$ cat config.mk
export PLATFORM = sky130hd
export DESIGN_NAME = ftwm_front
export DESIGN_NICKNAME = d
export VERILOG_FILES = /design/src/hw/rtl/ftwm_pkg.sv /design/src/hw/rtl/ftwm_front.sv
export SDC_FILE = /design/constraint.sdc
export NUM_CORES = 1
export LEC_CHECK = 0
export ABC_AREA = 1
export BUFFER_PORTS_ARGS = -buffer_cell sky130_fd_sc_hd__buf_2
export CELL_PAD_IN_SITES_DETAIL_PLACEMENT = 1
export CELL_PAD_IN_SITES_GLOBAL_PLACEMENT = 1
export CORE_ASPECT_RATIO = 1.5
export CORE_MARGIN = 8
export CORE_UTILIZATION = 42
export DETAILED_ROUTE_END_ITERATION = 10
export GPL_TIMING_DRIVEN = 0
export MAX_ROUTING_LAYER = met4
export PLACE_DENSITY_LB_ADDON = 0.3
export SLEW_MARGIN = 20
export SYNTH_ARGS = -nofsm -noshare
export SYNTH_HDL_FRONTEND = slang
export SYNTH_SLANG_ARGS = --single-unit
export TNS_END_PERCENT = 1
$ cat constraint.sdc
create_clock -name clk -period 4.7 [get_ports clk]
set_input_delay 0.47 -clock clk [delete_from_list [all_inputs] [get_ports clk]]
set_output_delay 0.47 -clock clk [all_outputs]
set_load 0.1 [all_outputs]
$ cat src/hw/rtl/ftwm_pkg.sv
// shared constants, codes and word types of the frame timing window monitor
`timescale 1ns / 1ps
package ftwm_pkg;

    localparam int WINDOW_DEPTH = 128;
    localparam int ADDR_W       = (WINDOW_DEPTH > 1) ? $clog2(WINDOW_DEPTH) : 1;
    localparam int CNT_W        = $clog2(WINDOW_DEPTH + 1);

    localparam int IN_W   = 40;
    localparam int DUR_W  = 39;
    localparam int SUM_W  = 40;
    localparam int CTR_W  = 32;
    localparam int PCT_W  = 7;
    localparam int BIT_W  = $clog2(SUM_W);
    localparam int IDX_W  = 1;

    // percentile rank: ceil(x / 100) through a reciprocal multiply
    localparam int NUM_W    = PCT_W + CNT_W;
    localparam int RECIP_W  = 18;
    localparam int RECIP_SH = 24;
    localparam logic [RECIP_W-1:0] RECIP = 18'd167773;
    localparam logic [NUM_W-1:0] ROUND_UP = NUM_W'(99);
    localparam int PROD_W = NUM_W + 1 + RECIP_W;
    localparam int Q_W    = PROD_W - RECIP_SH;

    localparam logic [1:0] MODE_OBSERVE  = 2'd0;
    localparam logic [1:0] MODE_SNAPSHOT = 2'd1;
    localparam logic [1:0] MODE_CLEAR    = 2'd2;

    localparam logic [IDX_W-1:0] CFG_HITCH_FLOOR = 1'b0;
    localparam logic [IDX_W-1:0] CFG_PERCENTILE  = 1'b1;

    localparam logic [DUR_W-1:0] FLOOR_RESET = 39'd50000000;
    localparam logic [PCT_W-1:0] PCT_RESET   = 7'd95;

    typedef enum logic [1:0] {
        CMD_OBSERVE  = 2'd0,
        CMD_SNAPSHOT = 2'd1,
        CMD_CLEAR    = 2'd2
    } cmd_kind_t;

    typedef struct packed {
        cmd_kind_t        kind;
        logic [DUR_W-1:0] build;
        logic [DUR_W-1:0] present;
        logic [SUM_W-1:0] total;
        logic             hitch;
        logic             fail;
    } cmd_t;

    typedef struct packed {
        logic [CTR_W-1:0] frame_count;
        logic [CTR_W-1:0] hitch_count;
        logic [CTR_W-1:0] failure_count;
        logic [DUR_W-1:0] build_pct_ns;
        logic [DUR_W-1:0] present_pct_ns;
        logic [SUM_W-1:0] total_pct_ns;
        logic [SUM_W-1:0] total_max_ns;
    } res_t;

endpackage

$ cat src/hw/rtl/ftwm_front.sv
// front end: checks and classifies input words into a two-entry command queue
`timescale 1ns / 1ps
module ftwm_front
(
    input  logic                        clk,
    input  logic                        rst_n,
    input  logic                        push,
    output logic                        full,
    input  logic [1:0]                  mode,
    input  logic [ftwm_pkg::IN_W-1:0]   build_ns,
    input  logic [ftwm_pkg::IN_W-1:0]   present_ns,
    input  logic [ftwm_pkg::IN_W-1:0]   target_interval_ns,
    input  logic                        present_ok,
    input  logic [ftwm_pkg::DUR_W-1:0]  hitch_floor,
    output logic                        cmd_valid,
    output ftwm_pkg::cmd_t              cmd,
    input  logic                        cmd_pop
);

    ftwm_pkg::cmd_t            q_reg [2];
    logic                      wr_ptr_reg, wr_ptr_next;
    logic                      rd_ptr_reg, rd_ptr_next;
    logic [1:0]                cnt_reg, cnt_next;

    ftwm_pkg::cmd_t            cls;
    logic                      keep;
    logic                      reject;
    logic [ftwm_pkg::SUM_W-1:0] twice;
    logic [ftwm_pkg::SUM_W-1:0] floor_ext;
    logic [ftwm_pkg::SUM_W-1:0] thr;
    logic                      do_push;

    always_comb
    begin
        reject    = build_ns[ftwm_pkg::IN_W-1] | present_ns[ftwm_pkg::IN_W-1]
                  | target_interval_ns[ftwm_pkg::IN_W-1]
                  | (target_interval_ns == '0);
        twice     = {target_interval_ns[ftwm_pkg::IN_W-2:0], 1'b0};
        floor_ext = {1'b0, hitch_floor};
        thr       = (floor_ext > twice) ? floor_ext : twice;

        cls.build   = build_ns[ftwm_pkg::DUR_W-1:0];
        cls.present = present_ns[ftwm_pkg::DUR_W-1:0];
        cls.total   = {1'b0, build_ns[ftwm_pkg::DUR_W-1:0]}
                    + {1'b0, present_ns[ftwm_pkg::DUR_W-1:0]};
        cls.hitch   = (cls.total > thr);
        cls.fail    = ~present_ok;
        cls.kind    = ftwm_pkg::CMD_OBSERVE;
        keep        = 1'b0;
        case (mode)
            ftwm_pkg::MODE_OBSERVE:
            begin
                cls.kind = ftwm_pkg::CMD_OBSERVE;
                keep     = ~reject;
            end
            ftwm_pkg::MODE_SNAPSHOT:
            begin
                cls.kind = ftwm_pkg::CMD_SNAPSHOT;
                keep     = 1'b1;
            end
            ftwm_pkg::MODE_CLEAR:
            begin
                cls.kind = ftwm_pkg::CMD_CLEAR;
                keep     = 1'b1;
            end
            default:
            begin
                keep = 1'b0;
            end
        endcase
    end

    assign full      = (cnt_reg == 2'd2);
    assign cmd_valid = (cnt_reg != 2'd0);
    assign cmd       = q_reg[rd_ptr_reg];
    assign do_push   = push & ~full & keep;

    always_comb
    begin
        wr_ptr_next = wr_ptr_reg ^ do_push;
        rd_ptr_next = rd_ptr_reg ^ (cmd_pop & cmd_valid);
        cnt_next    = cnt_reg + {1'b0, do_push} - {1'b0, cmd_pop & cmd_valid};
    end

    always_ff @(posedge clk)
    begin
        if (do_push)
        begin
            q_reg[wr_ptr_reg] <= cls;
        end
    end

    always_ff @(posedge clk or negedge rst_n)
    begin
        if (!rst_n)
        begin
            wr_ptr_reg <= 1'b0;
            rd_ptr_reg <= 1'b0;
            cnt_reg    <= 2'd0;
        end
        else
        begin
            wr_ptr_reg <= wr_ptr_next;
            rd_ptr_reg <= rd_ptr_next;
            cnt_reg    <= cnt_next;
        end
    end

    a_cnt_range: assert property (@(posedge clk) disable iff (!rst_n)
        cnt_reg != 2'd3)
        else $error("command queue count out of range");

    a_pop_nonempty: assert property (@(posedge clk) disable iff (!rst_n)
        cmd_pop |-> cmd_valid)
        else $error("pop from empty command queue");

    a_full_holds: assert property (@(posedge clk) disable iff (!rst_n)
        (full && !cmd_pop) |=> full)
        else $error("full queue drained without pop");

endmodule

Word-level counts from Yosys, hierarchy flattened
Memories as Yosys holds them, arrays and structs flattened. Cells that the tools add are included.

Register bits: 4. Memory bits (writable): 244. Input bits: 166. Output and inout bits: 124. Logic and storage cells: 32. Memories: 1.

Add/subtract/negate cells: 3. Order comparisons: 2. Equal/unequal tests: 3. Mux-type cells: 5. Bitwise operators: 11. Reduce and logical (&&, ||, !) cells: 4.

Memory list: q_reg (depth 2, bits a word 122, read ports 1, clocked after memory_dff 0, write ports 1, line ftwm_front.sv:20) `ftwm_pkg::cmd_t q_reg [2];`.

Operators with widths (count): $add 39x39->40 (1); $gt 39x40->1 (1); $gt 40x40->1 (1); $logic_not 40->1 (1); $mux 40 (1); $eq 2x2->1 const B (2); $pmux 2 s2 (1); $and 1x1->1 (3); $not 1->1 (3); $or 1x1->1 (3); $add 2x1->2 (1); $eq 2x1->1 const B (1); $logic_not 2->1 (1); $mux 1 (2); $pmux 1 s2 (1); $reduce_bool 2->1 (1); $reduce_or 2->1 (1); $sub 2x1->2 (1); $xor 1x1->1 (2).

Depth between registers and ports, before layout
Gate-level depths: netlist of run 1.

Word-level depth: 8. Mapped depth: 28. Mapped depth without buffers: 27.

Worst setup path before layout of run 1
No wires, ideal clock.

Path type: register to register. Start: register cnt_reg[1]. End: memory q_reg[1][0] (netlist bit), enable pin. Setup time: 0.496 ns. Data arrival time: 4.148 ns. Data required time: 4.204 ns. Slack: 0.056 ns. Cell stages (with the launch flop): 7. Path buffers: 0. Clock period less this slack: 4.644 ns. Cell sequence: dfrtp_1 -> inv_1 -> nor2_1 -> nor2_1 -> nand2_1 -> a21oi_1 -> ha_1.

Word-level cells in the longest chain between the ends: 6.

Ends and longest elaborated chain: start: declaration (line ftwm_front.sv:23) `logic [1:0] cnt_reg, cnt_next;`; start signal: assignment (line ftwm_front.sv:105) `cnt_reg <= cnt_next;`; $eq 2x2->1 (line ftwm_front.sv:73) `assign full = (cnt_reg == 2'd2);`; named net full (line ftwm_front.sv:8) `output logic full,`; $not 1->1 (line ftwm_front.sv:76) `assign do_push = push & ~full & keep;`; $and 1x1->1 (2 in a row) (line ftwm_front.sv:76); $mux 1 (line ftwm_front.sv:87) `if (do_push)`; $mux 1 (implied by the code) (line ftwm_front.sv:89) `q_reg[wr_ptr_reg] <= cls;`; end: declaration (line ftwm_front.sv:20).

The timed path passes the listed nets, and every way through them passes these cells.

==> impl_metrics.env, run 1 <==
export IMPL_status="finished, final reports clean"
export IMPL_antenna_found_initial=3
export IMPL_seqCellArea_um2=7430
export IMPL_rsz0062_at_grt="false"
export IMPL_max_clock_freq_ghz=0.269
export IMPL_place_inst=2390
export IMPL_path_class="reg -> out"
export IMPL_syn_num_nets=1964
export IMPL_p_switching_uw=6290
export IMPL_clk_pin_slew_ns=0.07
export IMPL_ant_nets=0
export IMPL_insertion_delay_ns=0.53
export IMPL_ys_flop_type="edfxtp_1"
export IMPL_placed_area_um2=16600
export IMPL_finalHoldViolCount=0
export IMPL_start_kind="flip-flop"
export IMPL_crit_arrival_ns=3.25
export IMPL_syn_inst=1672
export IMPL_rows=83
export IMPL_synthArstFlopShare_pct=1.61
export IMPL_grt_start_max_net_pins=47
export IMPL_hp_class="in -> reg"
export IMPL_p_leak_uw=0.00845
export IMPL_fin_area_um2=17400
export IMPL_clockPowerShare_pct=18.1
export IMPL_vias_per_cell=5.14
export IMPL_synth_edf_count=244
export IMPL_period_needed_ns=3.72
export IMPL_fin_total_pwr_uw=11100
export IMPL_pwr_density_cell_nw_per_um2=640
export IMPL_post_layout_nonfiller_instances=2436
export IMPL_drtPass1Iterations=4
export IMPL_ys_seq_area_share_pct=51.4
export IMPL_worst_slew_pin_transition_ns=1.12
export IMPL_drt_total_wl_um=46800
export IMPL_swShare_pct=56.5
export IMPL_hpwl_um=38700
export IMPL_grt_use_total_pct=23.1
export IMPL_grt_pass1_vias=13900
export IMPL_drive_above_1_share_pct=17.5
export IMPL_netlist_area_um2=14500
export IMPL_drc=0
export IMPL_die_w_um=168
export IMPL_worst_setup_path_end_kind="output pin"
export IMPL_wl_per_cell_um=19.2
export IMPL_required_ns=4.23
export IMPL_crit_fanout=10
export IMPL_grt_ovfl_total=0
export IMPL_die_area_um2=40700
export IMPL_power_frac_seq_pct=25.2
export IMPL_slew_headroom_pct=25.5
export IMPL_place_port_buffers=289
export IMPL_ys_types=37
export IMPL_multi_input_area_um2=6230
export IMPL_cts_tree="yes"
export IMPL_hold_worst_slack_ns=0.145
export IMPL_post_cts_resized=0
export IMPL_boundaryPins=290
export IMPL_core_um2=34100
export IMPL_ys_warnings_count=0
export IMPL_drt_initial_drc_count=520
export IMPL_clock_sinks=248
export IMPL_nFillCells=4139
export IMPL_die_h_um=243
export IMPL_power_internal_uw=4840
export IMPL_route_vias_total=12500
export IMPL_post_route_period_util_pct=79.2
export IMPL_maxCapViolCount=0
export IMPL_root_buffer="clkbuf_16"
export IMPL_htreeDepth=1
export IMPL_grt_pass1_wl_um=72500
export IMPL_fin_nets=2285
export IMPL_clock_path_buffers=3
export IMPL_largest_reg_flops=244
export IMPL_setup_viol=0
export IMPL_power_frac_comb_pct=56.7
export IMPL_cts_buffers_inserted=25
export IMPL_initial_core_util_pct=42.5
export IMPL_drv_slew=0
export IMPL_finClkSkew_ns=0.0117
export IMPL_avgSynthCellArea_um2=8.65
export IMPL_synthToLayoutAreaGrowth_pct=20.2
export IMPL_place_congestion=0.905
export IMPL_vdd_ir_drop_max_mv=0.471
export IMPL_synth_seq_cells=248
==> cells by family after synthesis <==
family	share of synthesized area (%)
adder cells (fa/ha/maj)	11.0
flip-flops	51.4
AO/OA/AOI/OAI	4.75
XOR/XNOR	1.51
buffers and inverters	5.69
AND/OR/NAND/NOR	25.7
==> area by class of cell <==
| cell class | count | area share, % |
|---|---|---|
| Antenna cell | 3 | 0.0432 |
| Buffer | 39 | 1.11 |
| Clock buffer | 27 | 3.64 |
| Clock inverter | 15 | 1.00 |
| Inverter | 168 | 3.63 |
| Multi-Input combinational cell | 1217 | 35.9 |
| Sequential cell | 248 | 42.7 |
| Tap cell | 425 | 3.06 |
| Timing Repair Buffer | 294 | 8.93 |
==> power by group through the flow <==
stage               combinational [uW]  sequential (uW)  clock (uW)
floorplan                         5000             2860           0
global placement                  6210             2890           0
detailed placement                6380             2850           0
CTS                               6390             2810        2040
global route                      6680             2820        2110
finish                            6320             2810        2010
==> synth_stat cells, types with 4 or more instances <==
cell type / number / area (um2)
a21o_1: 8 / 60.1
a21oi_1: 82 / 410
buf_2: 4 / 20.0
buf_6: 4 / 45.0
clkbuf_1: 27 / 101
dfrtp_1: 4 / 100
edfxtp_1: 244 / 7330
ha_1: 125 / 1560
inv_1: 166 / 623
nand2_1: 715 / 2680
nand3_1: 79 / 395
nand4_1: 16 / 100
nor2_1: 98 / 368
nor3_1: 14 / 70.1
nor4_1: 5 / 31.3
o21ai_0: 29 / 145
xnor2_1: 6 / 52.6
xor2_1: 19 / 166
==> repair_timing <==
action	in CTS	in global routing
setup buffers	0	0
setup endpoints to repair	0	0
hold endpoints to repair	4	0
hold buffers	1	0
==> per-stage QoR <==
stage,setup TNS (ns),utilization (%),worst slack (ns)
6_report,0,51.0,0.977
5_1_grt,0,51.0,0.750
4_1_cts,0,51.0,0.807
3_5_place_dp,0,48.6,0.531
3_3_place_gp,-411.73,48.3,-1.72
2_1_floorplan,0,-,0.0562
==> per-layer routing <==
metal,vias to the layer above,wire (um),share of wire (%),track usage [%]
met3,79,2060,4.4,3.61
met4,0,1500,3.2,8.82
met1,6015,17500,37,23.1
li1,6144,-,-,-
met5,-,0,0,-
met2,276,25800,55,44.1
==> path summary, 6_finish.rpt <==
path	slack, ns	cells after the start	startpoint	to
worst max-delay path	0.98	7	rd_ptr_reg$_DFF_PN0_	cmd[81]
worst min-delay path	0.15	1	present_ns[5]	q_reg[1][47]$_DFFE_PP_
worst max register to register	2.27	7	cnt_reg[1]$_DFF_PN0_	q_reg[0][0]$_DFFE_PP_
worst min register to register	0.53	1	cnt_reg[0]$_DFF_PN0_	cnt_reg[0]$_DFF_PN0_
max in group asynchronous	4.29	2	rst_n	rd_ptr_reg$_DFF_PN0_
min in group asynchronous	0.28	2	rst_n	cnt_reg[1]$_DFF_PN0_
==> cells in the final DEF (no fill, tap or decap), types with 2 or more instances in the layout <==
master      count
nand2_1       715
buf_2         293
edfxtp_1      244
inv_1         166
ha_1          123
nor2_1         98
a21oi_1        82
nand3_1        79
o21ai_0        29
clkbuf_1       29
clkbuf_16      25
xor2_1         19
nand4_1        16
nor3_1         14
a21o_1          8
xnor2_1         6
nor4_1          5
buf_6           4
clkinv_1        4
dfrtp_1         4
diode_2         3
or2_2           3
buf_4           3
clkinv_2        3
bufinv_16       3
nor2_2          2
o21bai_1        2
o21a_1          2
a31oi_1         2
ha_4            2
inv_6           2
clkinvlp_4      2
buf_12          2
buf_16          2
==> worst max-delay path, cell delays in order (launching register included) <==
cell and delay (ns):
dfrtp_1 0.37, clkbuf_1 0.18, clkinv_1 0.17, clkbuf_1 0.85, clkbuf_1 0.47, nand2_1 0.14
nand2_1 0.11, buf_2 0.43
(Power assumes the default switching activity.)
==> inputs of run 2 (changes only) <==
--- a/config.mk
+++ b/config.mk
@@ -11,7 +11,7 @@
 export CELL_PAD_IN_SITES_GLOBAL_PLACEMENT = 1
 export CORE_ASPECT_RATIO = 1.5
 export CORE_MARGIN = 8
-export CORE_UTILIZATION = 42
+export CORE_UTILIZATION = 38
 export DETAILED_ROUTE_END_ITERATION = 10
 export GPL_TIMING_DRIVEN = 0
 export MAX_ROUTING_LAYER = met4
==> constraint.sdc (replaced) <==
create_clock -name clk -period 3.2 [get_ports clk]
set_input_delay 0.32 -clock clk [delete_from_list [all_inputs] [get_ports clk]]
set_output_delay 0.32 -clock clk [all_outputs]
set_load 0.1 [all_outputs]
==> run 2 against run 1 <==
Effect of this change:
- total power increased by 46%
- register-to-register slack lost 1.8 ns
- final area increased by 4.0%
- sequential share of layout area shrank 1.6 points
- combinational power grew 49%
- clock skew shrank 0.0026 ns
- die area grew 9.7%
- wire length is 4.4% higher
- largest cell class unchanged
==> impl_metrics.env, run 2 (synthesis results as in run 1) <==
export IMPL_antenna_found_initial=7
export IMPL_largest_reg_flops=244
export IMPL_die_area_um2=44700
export IMPL_rows=87
export IMPL_drv_slew=0
export IMPL_fin_area_um2=18100
export IMPL_clk_pin_slew_ns=0.06
export IMPL_root_buffer="clkbuf_16"
export IMPL_rrSetupSlack_ns=0.51
export IMPL_regToRegStartpoint="cnt_reg[1]$_DFF_PN0_"
export IMPL_htreeDepth=1
export IMPL_top_usage_layer="met2"
export IMPL_vias_per_cell=4.96
export IMPL_post_route_period_util_pct=96.6
export IMPL_initial_core_util_pct=38.5
export IMPL_synthToLayoutAreaGrowth_pct=25.0
export IMPL_worst_r2r_endpoint="q_reg[1][91]$_DFFE_PP_"
export IMPL_drc=0
export IMPL_finClkSkew_ns=0.00912
export IMPL_boundaryPins=290
export IMPL_wl_per_cell_um=19.1
export IMPL_crit_arrival_ns=3.38
export IMPL_worst_slew_pin_transition_ns=0.644
export IMPL_hpwl_um=38800
export IMPL_rsz0062_at_grt="true"
export IMPL_grt_pass1_vias=14100
export IMPL_mostFrequentLayoutCells="709 x nand2_1, 292 x buf_2, 244 x edfxtp_1"
export IMPL_vdd_ir_drop_max_mv=0.642
export IMPL_place_congestion=0.901
export IMPL_period_needed_ns=3.09
export IMPL_cts_buffers_inserted=24
export IMPL_grt_met1_usage_pct=22.3
export IMPL_final_common_cell="nand2_1"
export IMPL_drt_initial_drc_count=552
export IMPL_grt_util_met2_pct=41.6
export IMPL_grt_start_max_net_pins=48
export IMPL_fin_nets=2336
export IMPL_placed_area_um2=16700
export IMPL_drtPass1Iterations=5
export IMPL_core_um2=37600
export IMPL_whs_endpoint="q_reg[0][118]$_DFFE_PP_"
export IMPL_hold_path_depth=1
export IMPL_grt_use_total_pct=22.0
export IMPL_clock_path_buffers=3
export IMPL_die_w_um=175
export IMPL_path_class="in -> reg"
export IMPL_ant_nets=0
export IMPL_finalHoldViolCount=0
export IMPL_fin_total_pwr_uw=16300
export IMPL_hp_class="in -> reg"
export IMPL_drive_above_1_share_pct=18.5
export IMPL_place_port_buffers=289
export IMPL_nFillCells=4560
export IMPL_grt_ovfl_total=0
export IMPL_max_clock_freq_ghz=0.324
export IMPL_worst_setup_path_end_kind="flip-flop"
export IMPL_maxCapViolCount=0
export IMPL_route_vias_total=12700
export IMPL_status="finished, final reports clean"
export IMPL_r2r_cells=8
export IMPL_min_from="build_ns[37]"
export IMPL_critPathLaunch="build_ns[35]"
export IMPL_cts_tree="yes"
export IMPL_insertion_delay_ns=0.54
export IMPL_die_h_um=255
export IMPL_p_leak_uw=0.00871
export IMPL_setup_viol=0
export IMPL_clock_sinks=248
export IMPL_start_kind="input port"
export IMPL_pwr_density_cell_nw_per_um2=900
export IMPL_drt_total_wl_um=48900
export IMPL_grt_pass1_wl_um=74900
export IMPL_required_ns=3.49
export IMPL_slew_headroom_pct=57.1
export IMPL_crit_fanout=5
export IMPL_globalRouteMet3Util_pct=3.53
-- run 2: cell count changes in the layout (fill, tap and decap cells not counted), moves of 5 or more --
cell and delta:
clkbuf_1 -5, diode_2 +5, nand2_1 -6, dlygate4sd3_1 +51
nor2_1 -5, nand2_2 +6
-- run 2: power breakdown --
part	switching [uW]	total [uW]	internal (uW)
Combinational	7950	9420	1470
Sequential	94.6	4120	4030
Clock	1220	2730	1510
Total	9270	16300	7010
-- run 2: layer usage --
metal / vias up / share of wire, % / routed length, um
met3: 68 / 4.6 / 2260
li1: 6254 / - / -
met5: - / 0 / 0
met2: 277 / 54 / 26400
met1: 6081 / 38 / 18500
met4: 0 / 3.6 / 1760
-- run 2: final cells by class --
cell class / instances / area (um2) / area share (%)
flip-flops and latches: 248 / 7430 / 41.1
multi-input cells: 1217 / 6340 / 35.1
repair buffers: 346 / 2080 / 11.5
clock buffers: 28 / 637 / 3.52
inverters: 168 / 631 / 3.49
well taps: 489 / 612 / 3.38
plain buffers: 39 / 215 / 1.19
clock inverters: 14 / 106 / 0.588
diodes: 8 / 20.0 / 0.111
-- run 2: worst max path at each step --
stage / endpoint
after floorplan: q_reg[1][0]$_DFFE_PP_
after global placement: q_reg[0][92]$_DFFE_PP_
after detailed placement: q_reg[1][1]$_DFFE_PP_
after CTS: q_reg[1][1]$_DFFE_PP_
after global routing: q_reg[0][1]$_DFFE_PP_
final: q_reg[1][1]$_DFFE_PP_
-- run 2: worst max-delay path, stage by stage --
cell and delay, ns:
dlygate4sd3_1 0.55, buf_2 0.15, ha_1 0.38, a21o_1 0.23
nand3_1 0.07, nand3_1 0.08, a21oi_1 0.16, nand2_1 0.08
nand2_1 0.06, nand2_1 0.12, ha_1 0.32, nand2_1 0.08
nor2_1 0.17, nand2_1 0.15, nor2_4 0.21, nand4_1 0.11
nand2_1 0.08, inv_1 0.05
-- run 2: through the flow --
stage	util, %	setup TNS (ns)	hold slack, ns	setup slack [ns]	instances
6_report	48.1	0	0.0159	0.109	2557
5_1_grt	48.1	-0.0711	0.00445	-0.0331	2556
3_5_place_dp	44.3	-1.70	0.133	-0.851	2454
3_3_place_gp	44.0	-258.23	0.132	-1.07	2450
2_1_floorplan	-	-34.36	0.0244	-0.141	1672
4_1_cts	47.8	0	0.000591	0.00809	2548
-- run 2: what timing repair did --
item	4_1_cts	5_1_grt
endpoints found under the setup margin	81	6
resized for setup	10	35
hold buffers	52	0
hold endpoints to repair	99	0
setup buffers	0	1
pin swaps	0	4
